[config.mk]
export PLATFORM = sky130hd
export DESIGN_NAME = deque_bag_store_unit_flat
export DESIGN_NICKNAME = d
export VERILOG_FILES = /design/src/design/dbs_pkg.sv /design/src/design/dbs_if.sv /design/src/design/dbs_front.sv /design/src/design/dbs_cmd_fifo.sv /design/src/design/dbs_back.sv /design/src/design/deque_bag_store_unit.sv /design/src/flat_wrapper.sv
export SDC_FILE = /design/constraint.sdc
export NUM_CORES = 1
export LEC_CHECK = 0
export ABC_CLOCK_PERIOD_IN_PS = 4900
export BUFFER_PORTS_ARGS = -buffer_cell sky130_fd_sc_hd__buf_2
export CORE_ASPECT_RATIO = 0.5
export CORE_MARGIN = 4
export CORE_UTILIZATION = 35
export DETAILED_ROUTE_END_ITERATION = 10
export PLACE_DENSITY_LB_ADDON = 0.1
export SYNTH_ARGS = -nofsm -noshare
export SYNTH_HDL_FRONTEND = slang
export SYNTH_SLANG_ARGS = --single-unit
[constraint.sdc]
create_clock -name clk -period 4.9 [get_ports clk]
set_input_delay 0 -clock clk [delete_from_list [all_inputs] [get_ports clk]]
set_output_delay 0 -clock clk [all_outputs]
set_load 0.02 [all_outputs]
[src/design/dbs_pkg.sv]
// dbs_pkg: sizes, codes and shared types of the deque/bag store.
// No dependencies; every other design file imports this package.
package dbs_pkg;

	localparam int DEPTH      = 16;
	localparam int DATA_WIDTH = 32;
	localparam int IDX_W      = (DEPTH > 1) ? $clog2(DEPTH) : 1;
	localparam int CNT_W      = $clog2(DEPTH + 1);

	localparam int MODE_W   = 3;
	localparam int VALUE_W  = 32;
	localparam int STATUS_W = 2;
	localparam int COUNT_W  = 5;

	localparam int CMDQ_DEPTH = 2;
	localparam int CMDQ_IDX_W = $clog2(CMDQ_DEPTH);
	localparam int CMDQ_CNT_W = $clog2(CMDQ_DEPTH + 1);

	typedef logic signed [DATA_WIDTH-1:0] data_t;
	typedef logic [IDX_W-1:0]             idx_t;
	typedef logic [CNT_W-1:0]             cnt_t;

	localparam cnt_t FULL_CNT = CNT_W'(DEPTH);
	localparam cnt_t LAST_POS = CNT_W'(DEPTH - 1);

	localparam logic [MODE_W-1:0] MODE_ADD_FRONT = 3'd0;
	localparam logic [MODE_W-1:0] MODE_ADD_BACK  = 3'd1;
	localparam logic [MODE_W-1:0] MODE_REM_FRONT = 3'd2;
	localparam logic [MODE_W-1:0] MODE_REM_BACK  = 3'd3;
	localparam logic [MODE_W-1:0] MODE_CONTAINS  = 3'd4;
	localparam logic [MODE_W-1:0] MODE_REM_VALUE = 3'd5;

	localparam logic [STATUS_W-1:0] STAT_OK    = 2'd0;
	localparam logic [STATUS_W-1:0] STAT_FULL  = 2'd1;
	localparam logic [STATUS_W-1:0] STAT_EMPTY = 2'd2;

	typedef enum logic [2:0] {
		OP_ADD_FRONT,
		OP_ADD_BACK,
		OP_REM_FRONT,
		OP_REM_BACK,
		OP_FIND,
		OP_DELETE,
		OP_NOP
	} op_t;

	typedef struct packed {
		op_t   op;
		data_t value;
	} cmd_t;

	typedef struct packed {
		logic [STATUS_W-1:0]       status;
		logic                      found;
		logic signed [VALUE_W-1:0] front_value;
		logic signed [VALUE_W-1:0] back_value;
		logic                      is_empty;
		logic [COUNT_W-1:0]        entry_count;
	} res_t;

endpackage

[src/design/dbs_if.sv]
// dbs_req_if / dbs_rsp_if: valid/ready channels of the deque/bag store.
// Depends on dbs_pkg for field widths.
interface dbs_req_if import dbs_pkg::*; ();
	logic                      valid;
	logic                      ready;
	logic [MODE_W-1:0]         mode;
	logic signed [VALUE_W-1:0] value;

	modport source (output valid, output mode, output value, input ready);
	modport sink (input valid, input mode, input value, output ready);
endinterface

interface dbs_rsp_if import dbs_pkg::*; ();
	logic                      valid;
	logic                      ready;
	logic [STATUS_W-1:0]       status;
	logic                      found;
	logic signed [VALUE_W-1:0] front_value;
	logic signed [VALUE_W-1:0] back_value;
	logic                      is_empty;
	logic [COUNT_W-1:0]        entry_count;

	modport source (output valid, output status, output found, output front_value,
		output back_value, output is_empty, output entry_count, input ready);
	modport sink (input valid, input status, input found, input front_value,
		input back_value, input is_empty, input entry_count, output ready);
endinterface

[src/design/dbs_front.sv]
// dbs_front: takes request beats and decodes the mode into a command.
// Depends on dbs_pkg and dbs_req_if.
module dbs_front import dbs_pkg::*; (
	dbs_req_if.sink     req,
	output cmd_t        cmd,
	output logic        cmd_vld,
	input  logic        cmd_rdy
);

	op_t op;

	always_comb begin
		unique case (req.mode)
			MODE_ADD_FRONT: op = OP_ADD_FRONT;
			MODE_ADD_BACK:  op = OP_ADD_BACK;
			MODE_REM_FRONT: op = OP_REM_FRONT;
			MODE_REM_BACK:  op = OP_REM_BACK;
			MODE_CONTAINS:  op = OP_FIND;
			MODE_REM_VALUE: op = OP_DELETE;
			default:        op = OP_NOP;
		endcase
	end

	assign cmd.op    = op;
	assign cmd.value = DATA_WIDTH'(req.value);
	assign cmd_vld   = req.valid;
	assign req.ready = cmd_rdy;

endmodule

[src/design/dbs_cmd_fifo.sv]
// dbs_cmd_fifo: short command queue between decode and execution.
// Depends on dbs_pkg.
module dbs_cmd_fifo import dbs_pkg::*; (
	input  logic clk,
	input  logic arst_n,
	input  cmd_t push_cmd,
	input  logic push_vld,
	output logic push_rdy,
	output cmd_t pop_cmd,
	output logic pop_vld,
	input  logic pop_rdy
);

	cmd_t                  buf_q [CMDQ_DEPTH];
	logic [CMDQ_IDX_W-1:0] wr_ptr_q;
	logic [CMDQ_IDX_W-1:0] rd_ptr_q;
	logic [CMDQ_CNT_W-1:0] cnt_q;
	logic                  push;
	logic                  pop;

	assign push_rdy = cnt_q != CMDQ_CNT_W'(CMDQ_DEPTH);
	assign pop_vld  = cnt_q != '0;
	assign pop_cmd  = buf_q[rd_ptr_q];
	assign push     = push_vld && push_rdy;
	assign pop      = pop_vld && pop_rdy;

	always_ff @(posedge clk) begin
		if (push) begin
			buf_q[wr_ptr_q] <= push_cmd;
		end
	end

	always_ff @(posedge clk or negedge arst_n) begin
		if (!arst_n) begin
			wr_ptr_q <= '0;
			rd_ptr_q <= '0;
			cnt_q    <= '0;
		end else begin
			if (push) begin
				wr_ptr_q <= (wr_ptr_q == CMDQ_IDX_W'(CMDQ_DEPTH - 1)) ? '0 : wr_ptr_q + 1'b1;
			end
			if (pop) begin
				rd_ptr_q <= (rd_ptr_q == CMDQ_IDX_W'(CMDQ_DEPTH - 1)) ? '0 : rd_ptr_q + 1'b1;
			end
			if (push && !pop) begin
				cnt_q <= cnt_q + 1'b1;
			end else if (pop && !push) begin
				cnt_q <= cnt_q - 1'b1;
			end
		end
	end

endmodule

[src/design/dbs_back.sv]
// dbs_back: executes commands on the ring of slots and holds the result beat.
// Depends on dbs_pkg; slot storage is a one-read one-write memory in here.
module dbs_back import dbs_pkg::*; (
	input  logic clk,
	input  logic arst_n,
	input  cmd_t cmd,
	input  logic cmd_vld,
	output logic cmd_rdy,
	output res_t res,
	output logic res_vld,
	input  logic res_rdy
);

	typedef enum logic [5:0] {
		ST_IDLE  = 6'b000001,
		ST_SCAN  = 6'b000010,
		ST_SHIFT = 6'b000100,
		ST_REF_F = 6'b001000,
		ST_REF_B = 6'b010000,
		ST_DONE  = 6'b100000
	} state_t;

	function automatic idx_t ring_pos(input idx_t h, input cnt_t k);
		logic [CNT_W:0] s;
		s = (CNT_W + 1)'(h) + (CNT_W + 1)'(k);
		if (s >= (CNT_W + 1)'(DEPTH)) begin
			s = s - (CNT_W + 1)'(DEPTH);
		end
		return IDX_W'(s);
	endfunction

	data_t  mem [DEPTH];
	data_t  rdata_q;

	state_t              state_q;
	idx_t                head_q;
	cnt_t                occ_q;
	cnt_t                idx_q;
	cnt_t                pend_idx_q;
	logic                pend_vld_q;
	data_t               val_q;
	logic                del_q;
	logic [STATUS_W-1:0] status_q;
	logic                found_q;
	data_t               front_q;
	res_t                res_q;
	logic                res_vld_q;

	logic  rd_en;
	idx_t  rd_addr;
	logic  wr_en;
	idx_t  wr_addr;
	data_t wr_data;
	logic  full;
	logic  empty;
	logic  more;
	logic  hit;
	logic  load;

	assign full    = occ_q == FULL_CNT;
	assign empty   = occ_q == '0;
	assign more    = idx_q < occ_q;
	assign hit     = pend_vld_q && (rdata_q == val_q);
	assign load    = (state_q == ST_DONE) && (!res_vld_q || res_rdy);
	assign cmd_rdy = state_q == ST_IDLE;
	assign res     = res_q;
	assign res_vld = res_vld_q;

	always_comb begin
		rd_en   = 1'b0;
		rd_addr = head_q;
		wr_en   = 1'b0;
		wr_addr = head_q;
		wr_data = cmd.value;
		unique case (state_q)
			ST_IDLE: begin
				if (cmd_vld && !full) begin
					if (cmd.op == OP_ADD_FRONT) begin
						wr_en   = 1'b1;
						wr_addr = ring_pos(head_q, LAST_POS);
					end else if (cmd.op == OP_ADD_BACK) begin
						wr_en   = 1'b1;
						wr_addr = ring_pos(head_q, occ_q);
					end
				end
			end
			ST_SCAN, ST_SHIFT: begin
				rd_en   = more;
				rd_addr = ring_pos(head_q, idx_q);
				if (state_q == ST_SHIFT && pend_vld_q) begin
					wr_en   = 1'b1;
					wr_addr = ring_pos(head_q, pend_idx_q);
					wr_data = rdata_q;
				end
			end
			ST_REF_F: begin
				rd_en   = 1'b1;
				rd_addr = head_q;
			end
			ST_REF_B: begin
				rd_en   = 1'b1;
				rd_addr = ring_pos(head_q, occ_q - 1'b1);
			end
			ST_DONE: begin
			end
			default: begin
			end
		endcase
	end

	always_ff @(posedge clk) begin
		if (wr_en) begin
			mem[wr_addr] <= wr_data;
		end
		if (rd_en) begin
			rdata_q <= mem[rd_addr];
		end
	end

	always_ff @(posedge clk or negedge arst_n) begin
		if (!arst_n) begin
			state_q    <= ST_IDLE;
			head_q     <= '0;
			occ_q      <= '0;
			idx_q      <= '0;
			pend_idx_q <= '0;
			pend_vld_q <= 1'b0;
			val_q      <= '0;
			del_q      <= 1'b0;
			status_q   <= STAT_OK;
			found_q    <= 1'b0;
			front_q    <= '0;
			res_q      <= '0;
			res_vld_q  <= 1'b0;
		end else begin
			res_vld_q <= load || (res_vld_q && !res_rdy);
			unique case (state_q)
				ST_IDLE: begin
					if (cmd_vld) begin
						status_q   <= STAT_OK;
						found_q    <= 1'b0;
						val_q      <= cmd.value;
						del_q      <= cmd.op == OP_DELETE;
						idx_q      <= '0;
						pend_vld_q <= 1'b0;
						state_q    <= ST_REF_F;
						case (cmd.op)
							OP_ADD_FRONT: begin
								if (full) begin
									status_q <= STAT_FULL;
								end else begin
									head_q <= ring_pos(head_q, LAST_POS);
									occ_q  <= occ_q + 1'b1;
								end
							end
							OP_ADD_BACK: begin
								if (full) begin
									status_q <= STAT_FULL;
								end else begin
									occ_q <= occ_q + 1'b1;
								end
							end
							OP_REM_FRONT: begin
								if (empty) begin
									status_q <= STAT_EMPTY;
								end else begin
									head_q <= ring_pos(head_q, CNT_W'(1));
									occ_q  <= occ_q - 1'b1;
								end
							end
							OP_REM_BACK: begin
								if (empty) begin
									status_q <= STAT_EMPTY;
								end else begin
									occ_q <= occ_q - 1'b1;
								end
							end
							OP_FIND, OP_DELETE: begin
								if (empty) begin
									status_q <= STAT_EMPTY;
								end else begin
									state_q <= ST_SCAN;
								end
							end
							default: begin
							end
						endcase
					end
				end
				ST_SCAN: begin
					if (more) begin
						idx_q      <= idx_q + 1'b1;
						pend_idx_q <= idx_q;
						pend_vld_q <= 1'b1;
					end else begin
						pend_vld_q <= 1'b0;
					end
					if (hit) begin
						found_q    <= 1'b1;
						pend_vld_q <= 1'b0;
						idx_q      <= pend_idx_q + 1'b1;
						state_q    <= del_q ? ST_SHIFT : ST_REF_F;
					end else if (pend_vld_q && pend_idx_q == occ_q - 1'b1) begin
						state_q <= ST_REF_F;
					end
				end
				ST_SHIFT: begin
					if (more) begin
						idx_q      <= idx_q + 1'b1;
						pend_idx_q <= idx_q - 1'b1;
						pend_vld_q <= 1'b1;
					end else begin
						pend_vld_q <= 1'b0;
						if (!pend_vld_q) begin
							occ_q   <= occ_q - 1'b1;
							state_q <= ST_REF_F;
						end
					end
				end
				ST_REF_F: begin
					state_q <= ST_REF_B;
				end
				ST_REF_B: begin
					front_q <= rdata_q;
					state_q <= ST_DONE;
				end
				ST_DONE: begin
					if (load) begin
						res_q.status      <= status_q;
						res_q.found       <= found_q;
						res_q.front_value <= empty ? '0 : VALUE_W'(front_q);
						res_q.back_value  <= empty ? '0 : VALUE_W'(rdata_q);
						res_q.is_empty    <= empty;
						res_q.entry_count <= COUNT_W'(occ_q);
						state_q           <= ST_IDLE;
					end
				end
				default: begin
					state_q <= ST_IDLE;
				end
			endcase
		end
	end

endmodule

[src/design/deque_bag_store_unit.sv]
// Deque/bag store of DEPTH signed words: one result beat for every request beat.
// Each request passes from queue pop through execution to result: adds, removes at
// either end and unused modes go straight to the front and back read-back; contains
// first scans the entries, and remove-value with a match also moves later entries up
// to close the gap. The slot memory (one read, one write per cycle) sets these steps:
// the scan and the gap close move one entry per cycle, then front and back are read
// back in turn.
// A two-beat command queue lets requests arrive while earlier ones execute, and the
// result register lets the next command start while a result waits to be taken.
// Depends on dbs_pkg, dbs_if, dbs_front, dbs_cmd_fifo and dbs_back.
module deque_bag_store_unit import dbs_pkg::*; (
	input logic        clk,
	input logic        arst_n,
	dbs_req_if.sink    req,
	dbs_rsp_if.source  rsp
);

	cmd_t dec_cmd;
	logic dec_vld;
	logic dec_rdy;
	cmd_t q_cmd;
	logic q_vld;
	logic q_rdy;
	res_t res;

	dbs_front u_front (
		.req     (req),
		.cmd     (dec_cmd),
		.cmd_vld (dec_vld),
		.cmd_rdy (dec_rdy)
	);

	dbs_cmd_fifo u_cmdq (
		.clk      (clk),
		.arst_n   (arst_n),
		.push_cmd (dec_cmd),
		.push_vld (dec_vld),
		.push_rdy (dec_rdy),
		.pop_cmd  (q_cmd),
		.pop_vld  (q_vld),
		.pop_rdy  (q_rdy)
	);

	dbs_back u_back (
		.clk     (clk),
		.arst_n  (arst_n),
		.cmd     (q_cmd),
		.cmd_vld (q_vld),
		.cmd_rdy (q_rdy),
		.res     (res),
		.res_vld (rsp.valid),
		.res_rdy (rsp.ready)
	);

	assign rsp.status      = res.status;
	assign rsp.found       = res.found;
	assign rsp.front_value = res.front_value;
	assign rsp.back_value  = res.back_value;
	assign rsp.is_empty    = res.is_empty;
	assign rsp.entry_count = res.entry_count;

endmodule

[src/flat_wrapper.sv]
// flat-port wrapper written by rule: the top's interface ports become plain ports
module deque_bag_store_unit_flat import dbs_pkg::*;
  (clk, arst_n, req_valid, req_mode, req_value, req_ready, rsp_valid, rsp_status, rsp_found, rsp_front_value, rsp_back_value, rsp_is_empty, rsp_entry_count, rsp_ready);
  dbs_req_if req_i ();
  dbs_rsp_if rsp_i ();
  input logic clk;
  input logic arst_n;
  input wire logic [$bits(req_i.valid)-1:0] req_valid;
  input wire logic [$bits(req_i.mode)-1:0] req_mode;
  input wire logic [$bits(req_i.value)-1:0] req_value;
  output wire logic [$bits(req_i.ready)-1:0] req_ready;
  output wire logic [$bits(rsp_i.valid)-1:0] rsp_valid;
  output wire logic [$bits(rsp_i.status)-1:0] rsp_status;
  output wire logic [$bits(rsp_i.found)-1:0] rsp_found;
  output wire logic [$bits(rsp_i.front_value)-1:0] rsp_front_value;
  output wire logic [$bits(rsp_i.back_value)-1:0] rsp_back_value;
  output wire logic [$bits(rsp_i.is_empty)-1:0] rsp_is_empty;
  output wire logic [$bits(rsp_i.entry_count)-1:0] rsp_entry_count;
  input wire logic [$bits(rsp_i.ready)-1:0] rsp_ready;
  assign req_i.valid = req_valid;
  assign req_i.mode = req_mode;
  assign req_i.value = req_value;
  assign req_ready = req_i.ready;
  assign rsp_valid = rsp_i.valid;
  assign rsp_status = rsp_i.status;
  assign rsp_found = rsp_i.found;
  assign rsp_front_value = rsp_i.front_value;
  assign rsp_back_value = rsp_i.back_value;
  assign rsp_is_empty = rsp_i.is_empty;
  assign rsp_entry_count = rsp_i.entry_count;
  assign rsp_i.ready = rsp_ready;
  deque_bag_store_unit u_core (.clk(clk), .arst_n(arst_n), .req(req_i), .rsp(rsp_i));
endmodule
# ---- Yosys cells after proc, flatten, opt, wreduce, memory -nomap -nowiden
# Memory sizes are Yosys's and may differ from the RTL's. A register that Yosys moved wholly into a read port is not among the register bits.
# Cells that the tools add are included.
dict set report word_totals {
  ram_bits 582
  inputBits 39
  wordCells 192
  memories 2
  register_bits 172
  output_inout_bits 75
}
dict set report op_classes {
  addsub 21
  n_lt_le_gt_ge 7
  reduce_logical 41
  muxes 67
  n_eq_ne 33
}
# memory words word_bits read_ports rd_ports_with_merged_regs wr line_no
set memory_table {}
lappend memory_table {u_core.u_back.mem 16 32 1 1 1 dbs_back.sv:32} ;# data_t mem [DEPTH];
lappend memory_table {u_core.u_cmdq.buf_q 2 35 1 0 1 dbs_cmd_fifo.sv:14} ;# cmd_t buf_q [CMDQ_DEPTH];
# cell n
set op_table {}
lappend op_table {{32-bit two-way mux} 4}
lappend op_table {{4-bit two-way mux} 15}
lappend op_table {{5-bit two-way mux} 10}
lappend op_table {{6-bit two-way mux} 6}
lappend op_table {{6-bit case mux with 6 select lines} 1}
lappend op_table {{32-bit equality test} 1}
lappend op_table {{5-bit case mux with 2 select lines} 3}
lappend op_table {{4-bit by 5-bit adder with 6-bit output} 4}
lappend op_table {{6-bit by 5-bit greater-or-equal comparator with 1-bit output, second input constant} 4}
lappend op_table {{4-bit case mux with 2 select lines} 3}
lappend op_table {{4-bit by 1-bit subtractor with 4-bit output, second input constant} 6}
lappend op_table {{2-bit inequality test, second input constant} 10}
lappend op_table {{3-bit case mux with 6 select lines} 1}
lappend op_table {{5-bit by 1-bit adder with 5-bit output, second input constant} 3}
lappend op_table {{1-bit two-way mux} 15}
lappend op_table {{5-bit case mux with 3 select lines} 1}
lappend op_table {{3-bit by 2-bit equality test with 1-bit output, second input constant} 4}
lappend op_table {{3-bit equality test, second input constant} 4}
lappend op_table {{3-bit inequality test, second input constant} 4}
lappend op_table {{2-bit nonzero test} 6}
lappend op_table {{5-bit greater-or-equal comparator, second input constant} 2}
lappend op_table {{1-bit logical AND} 10}
lappend op_table {{5-bit AND reduction} 2}
lappend op_table {{2-bit OR reduction} 5}
lappend op_table {{29 further kinds} 45}

# ---- Longest topological paths before layout
# An unclocked memory read counts as a cell.
dict set report depth {
  ltp_word 8
  depth_mapped 22
  ltp_nobuf 15
}

# ---- Modules after synthesis
# A second synthesis with hierarchy kept.
dict set report hier_totals {
  hier_cells 3011
  area_unflattened_um2 36865.4
}
# module area_per_inst_um2 cells_each n_inst
set modules_own_cells {}
lappend modules_own_cells {dbs_back 33724.8 2847 1}
lappend modules_own_cells {dbs_cmd_fifo 2870.3 127 1}
lappend modules_own_cells {dbs_front 270.3 37 1}

# ---- Least setup slack after synthesis
# No wires, ideal clock.
dict set report synth_timing {
  path_type {register to register}
  from {register u_core.u_back.state_q[0]}
  to {register u_core.u_back.rdata_q[21] (read register of u_core.u_back.mem) (data pin)}
  period_less_slack_ns 4.837
  path_stages_with_launch 21
  t_arrival_ns 4.566
  slack_ns 0.063
  cell_sequence {dfstp_2 buf_6 or4_4 or3b_1 clkbuf_1 buf_1 clkbuf_1 nand2_1 o21ai_0 ha_1 a21oi_1 nand3b_1 nand3_1 and2_1 buf_2 buf_2 buf_2 mux2i_1 a211oi_1 o2111a_1 or4_1}
}
dict set report synth_via {
  elab_chain_len 3
  word_cells_on_any_way 8
}
# element line_no
set synth_lines {}
lappend synth_lines {{start: declaration} dbs_back.sv:35} ;# state_t state_q;
lappend synth_lines {{start signal: assignment} dbs_back.sv:202} ;# state_q <= del_q ? ST_SHIFT : ST_REF_F;
lappend synth_lines {{6-bit by 3-bit equality test with 1-bit output, or another cell as far along} dbs_back.sv:75} ;# unique case (state_q)
lappend synth_lines {{2-bit OR reduction, on equally long branches} n/a}
lappend synth_lines {{4-bit case mux with 2 select lines or 1-bit case mux with 2 select lines (tied branches)} dbs_back.sv:75}
lappend synth_lines {{end: declaration} dbs_back.sv:33} ;# data_t rdata_q;
# Several ways; a longest one is shown, not always the timed one.
# A chain may end at the register's enable or synchronous reset.

# ---- Worst setup path after layout
dict set report layout_timing {
  from {register u_core.u_back.state_q[1]}
  to {register u_core.u_back.rdata_q[10] (read register of u_core.u_back.mem) (data pin)}
}
# The elaborated chain is that of the path after synthesis.

==> out/qor.txt <==
I/O Buffers - 113
Syn Std Cell Area - 37050 µm²
Slew HR - 11.87%
Int Pwr - 15.58 mW
Worst path max stage delay - 0.61 ns
final design utilization - 41.06%
Syn-to-layout area delta - 16.37%
Hold Fails Final Rpt - 0
clock sinks - 786
number of synthesized flops with an enable pin - 614
GP Congestion - 0.8204
Synth top area share - 49.77%
largest area contributor in the netlist - edfxtp_1
status - finished, final reports clean
initial DRC count - 2489
Worst Tran Pin Value - 1.285 ns
# DRC - 0
Power Dens Cells - 595.5 nW/µm²
Clk pwr share - 23.4%
Via density - 5.775
Hold Slack - 0.06815 ns
syn_nets - 3010
Min Clock Period, post-route - 4.605 ns
worst path bufs/invs - 2
CTS Buf Count - 78
hpwl dp - 72500 µm
M2 GR Usage - 30.52%
distinct cell type count after synthesis - 66
Switching Fraction - 39.33%
leakage - 16.53 nW
clk_skew - 0.02331 ns
global route hottest layer - met1
initial antenna violation count - 6
Syn Inst Count - 2947
Seq/Total Area, Yosys - 61.39%
max-cap viol count - 0
syn_area_per_cell - 12.57 µm²
Tot GR Track Use - 21.43%
worst skew pair latency - 0.67 ns
largest cells by area after synthesis - edfxtp_1 (50%), dfrtp_1 (12%), mux2i_1 (6.1%), a211oi_1 (3.8%), a211o_1 (3.0%)
GRT overflow - 0
H-tree Lvls - 3
CP startpoint kind - flip-flop
Placed Instances - 4352
pre-CTS setup slack - -0.03279 ns
# IOs - 114
first-pass GRT wire length - 176000 µm
layout cells sized above 1 - 15.28%
crit path DAT - 5.00 ns
final slew viol count - 0
asr flop ratio synth - 21.88%
Die W - 468.1 µm
Row Count - 84
sequential share of power - 38.3%
CTS tree - yes
WL/cell - 26.94 µm
CP endpoint kind - flip-flop
RSZ-0062 raised after global routing - no
Die H - 238.1 µm
Core Area - 105000 µm²
# nets final - 3121
CP cell instances - or4_4 > or3b_4 > o21ai_0 > ha_1 > inv_1 > fa_1 > mux2i_4 > and2_2 > buf_4 > a211oi_1 > o2111a_1 > or4_1
Critical Path RT - 5.30 ns
Switch Pwr - 10.10 mW
kind of critical path - reg2reg
Max Fclk - 217.1 MHz
total of warnings raised by yosys - 0
antenna-violating nets left - 0
GRT met3 Usage - 5.459%
slowest stage cell, crit path - fa_1
Initial Util - 35.28%
met1 usage - 32.61%
CTS clk-pin slew, worst paths - 0.06 ns
number of global-route vias before repair - 25.12k
Combinational Power Share - 38.3%
PnR worst setup slack - 0.2948 ns
final std cells w/o fill - 4542
Hold WC Path Type - in2reg
CP top delay family - simple AND/OR/NAND/NOR gates
die area - 111400 µm²
largest net degree at the start of global routing - 164
peak supply drop - 0.0003789 V
clk root buf - clkbuf_16
routed vias - 26.23k
final WL - 122400 µm
Final period util - 93.98%
CTS Buffer Depth - 3
Main synth FF type - edfxtp_1
#FFs+latches synth - 786
Setup Viol. Count Final - 0
Max FO, Critical Path - 16
drt pass-1 iters - 5
-- synth_stat cells (all sizes together) (63+ instances only) --
cell type    n
clkbuf     204
nor2       112
and3        68
a211o      128
o21ai      159
nor4        76
mux2i      226
a211oi     189
o22ai       63
nand2      180
nor3       197
a21oi       83
nor3b       66
edfxtp     614
dfrtp      171
-- worst register-to-register path, stage by stage, from the launching register on --
cell      delay, ns
dfrtp_1        0.38
or4_4          0.57
or3b_4         0.46
o21ai_0        0.27
ha_1           0.22
inv_1          0.06
fa_1           0.61
mux2i_4        0.39
and2_2         0.30
buf_4          0.32
a211oi_1       0.12
o2111a_1       0.16
or4_1          0.49
-- cells by family (layout without fill, tap and decap cells) --
family,after synthesis,after routing,share of synthesized area (%)
multiplexers,265,265,7.292
XOR/XNOR,71,71,1.679
adder cells (fa/ha/maj),24,24,0.8714
flip-flops,786,786,61.39
AO/OA/AOI/OAI,727,727,14.07
AND/OR/NAND/NOR,791,791,11.51
buffers and inverters,283,458,3.182
other,0,1,0
-- sequential cells by signal (all words and copies together) (netlist names), 4 cells and up --
register,flops
u_core.u_back.mem,512
u_core.u_back.res,73
u_core.u_cmdq.buf_q,70
u_core.u_back.front_q,32
u_core.u_back.rdata_q,32
u_core.u_back.val_q,32
u_core.u_back.state_q,6
u_core.u_back.idx_q,5
u_core.u_back.occ_q,5
u_core.u_back.pend_idx_q,5
u_core.u_back.head_q,4
-- power groups by stage --
stage	clock, mW	sequential, mW	combinational [mW]
after floorplan	0	9.78	5.62
after global placement	0	9.95	9.61
after detailed placement	0	9.97	9.68
after CTS	6.17	9.84	9.74
after global routing	6.43	9.95	10.5
final	6.01	9.84	9.82
-- routing by layer --
metal / part of all wire (%) / wire (µm)
met5: 0.0074 / 9
met4: 1.9 / 2365
met3: 7.7 / 9441
met2: 41 / 50500
met1: 49 / 60030
-- cell usage in the layout (no fill, tap or decap), drive strengths merged, types with 68 or more instances in the layout --
cell    netlist  final
nor4         76     76
a211o       128    128
clkbuf      204    114
a211oi      189    189
dfrtp       171    171
and3         68     68
nand2       180    180
buf          61    255
a21oi        83     83
edfxtp      614    614
o21ai       159    159
nor2        112    112
mux2i       226    226
nor3        197    197
-- timing repair --
item / 4_1_cts / 5_1_grt
hold buffers: 40 / 0
pin swaps: 0 / 1
endpoints found under the hold margin: 169 / 0
buffers inserted: 2 / 3
endpoints found under the setup margin: 2 / 29
resized for setup: 0 / 2
-- metrics by stage --
stage                     area, µm²  total power, mW  setup TNS (ns)
after floorplan               37050            15.40               0
after global placement        40160            19.56               0
after detailed placement      40160            19.65        -0.03319
after CTS                     43080            25.74               0
after global routing          43110            26.91               0
final                         43110            25.67               0
-- worst paths after layout --
check,end,slack (ns),from,cells past startpoint
hold reg to reg,u_core.u_back.res[46]$_DFFE_PN0P_,0.47,u_core.u_back.res[46]$_DFFE_PN0P_,2
max in group asynchronous,u_core.u_cmdq.cnt_q[0]$_DFFE_PN0P_,3.13,arst_n,4
min in group asynchronous,u_core.u_cmdq.wr_ptr_q$_DFFE_PN0P_,0.50,arst_n,3
setup / recovery,u_core.u_back.rdata_q[10]$_DFFE_PP_,0.29,u_core.u_back.state_q[1]$_DFFE_PN0P_,12
setup reg to reg,u_core.u_back.rdata_q[10]$_DFFE_PP_,0.29,u_core.u_back.state_q[1]$_DFFE_PN0P_,12
hold / removal,u_core.u_cmdq.buf_q[1][13]$_DFFE_PP_,0.07,req_value[13],2
-- final cells by class --
type,count,area [µm²]
inverters,18,67.56
repair buffers,296,2624
clock buffers,113,2260
clock inverters,31,230.2
diodes,1,2.502
multi-input cells,1878,13400
flip-flops and latches,786,22750
well taps,1419,1775
fillers,9805,61890
Power figures use the tool's default switching activity.
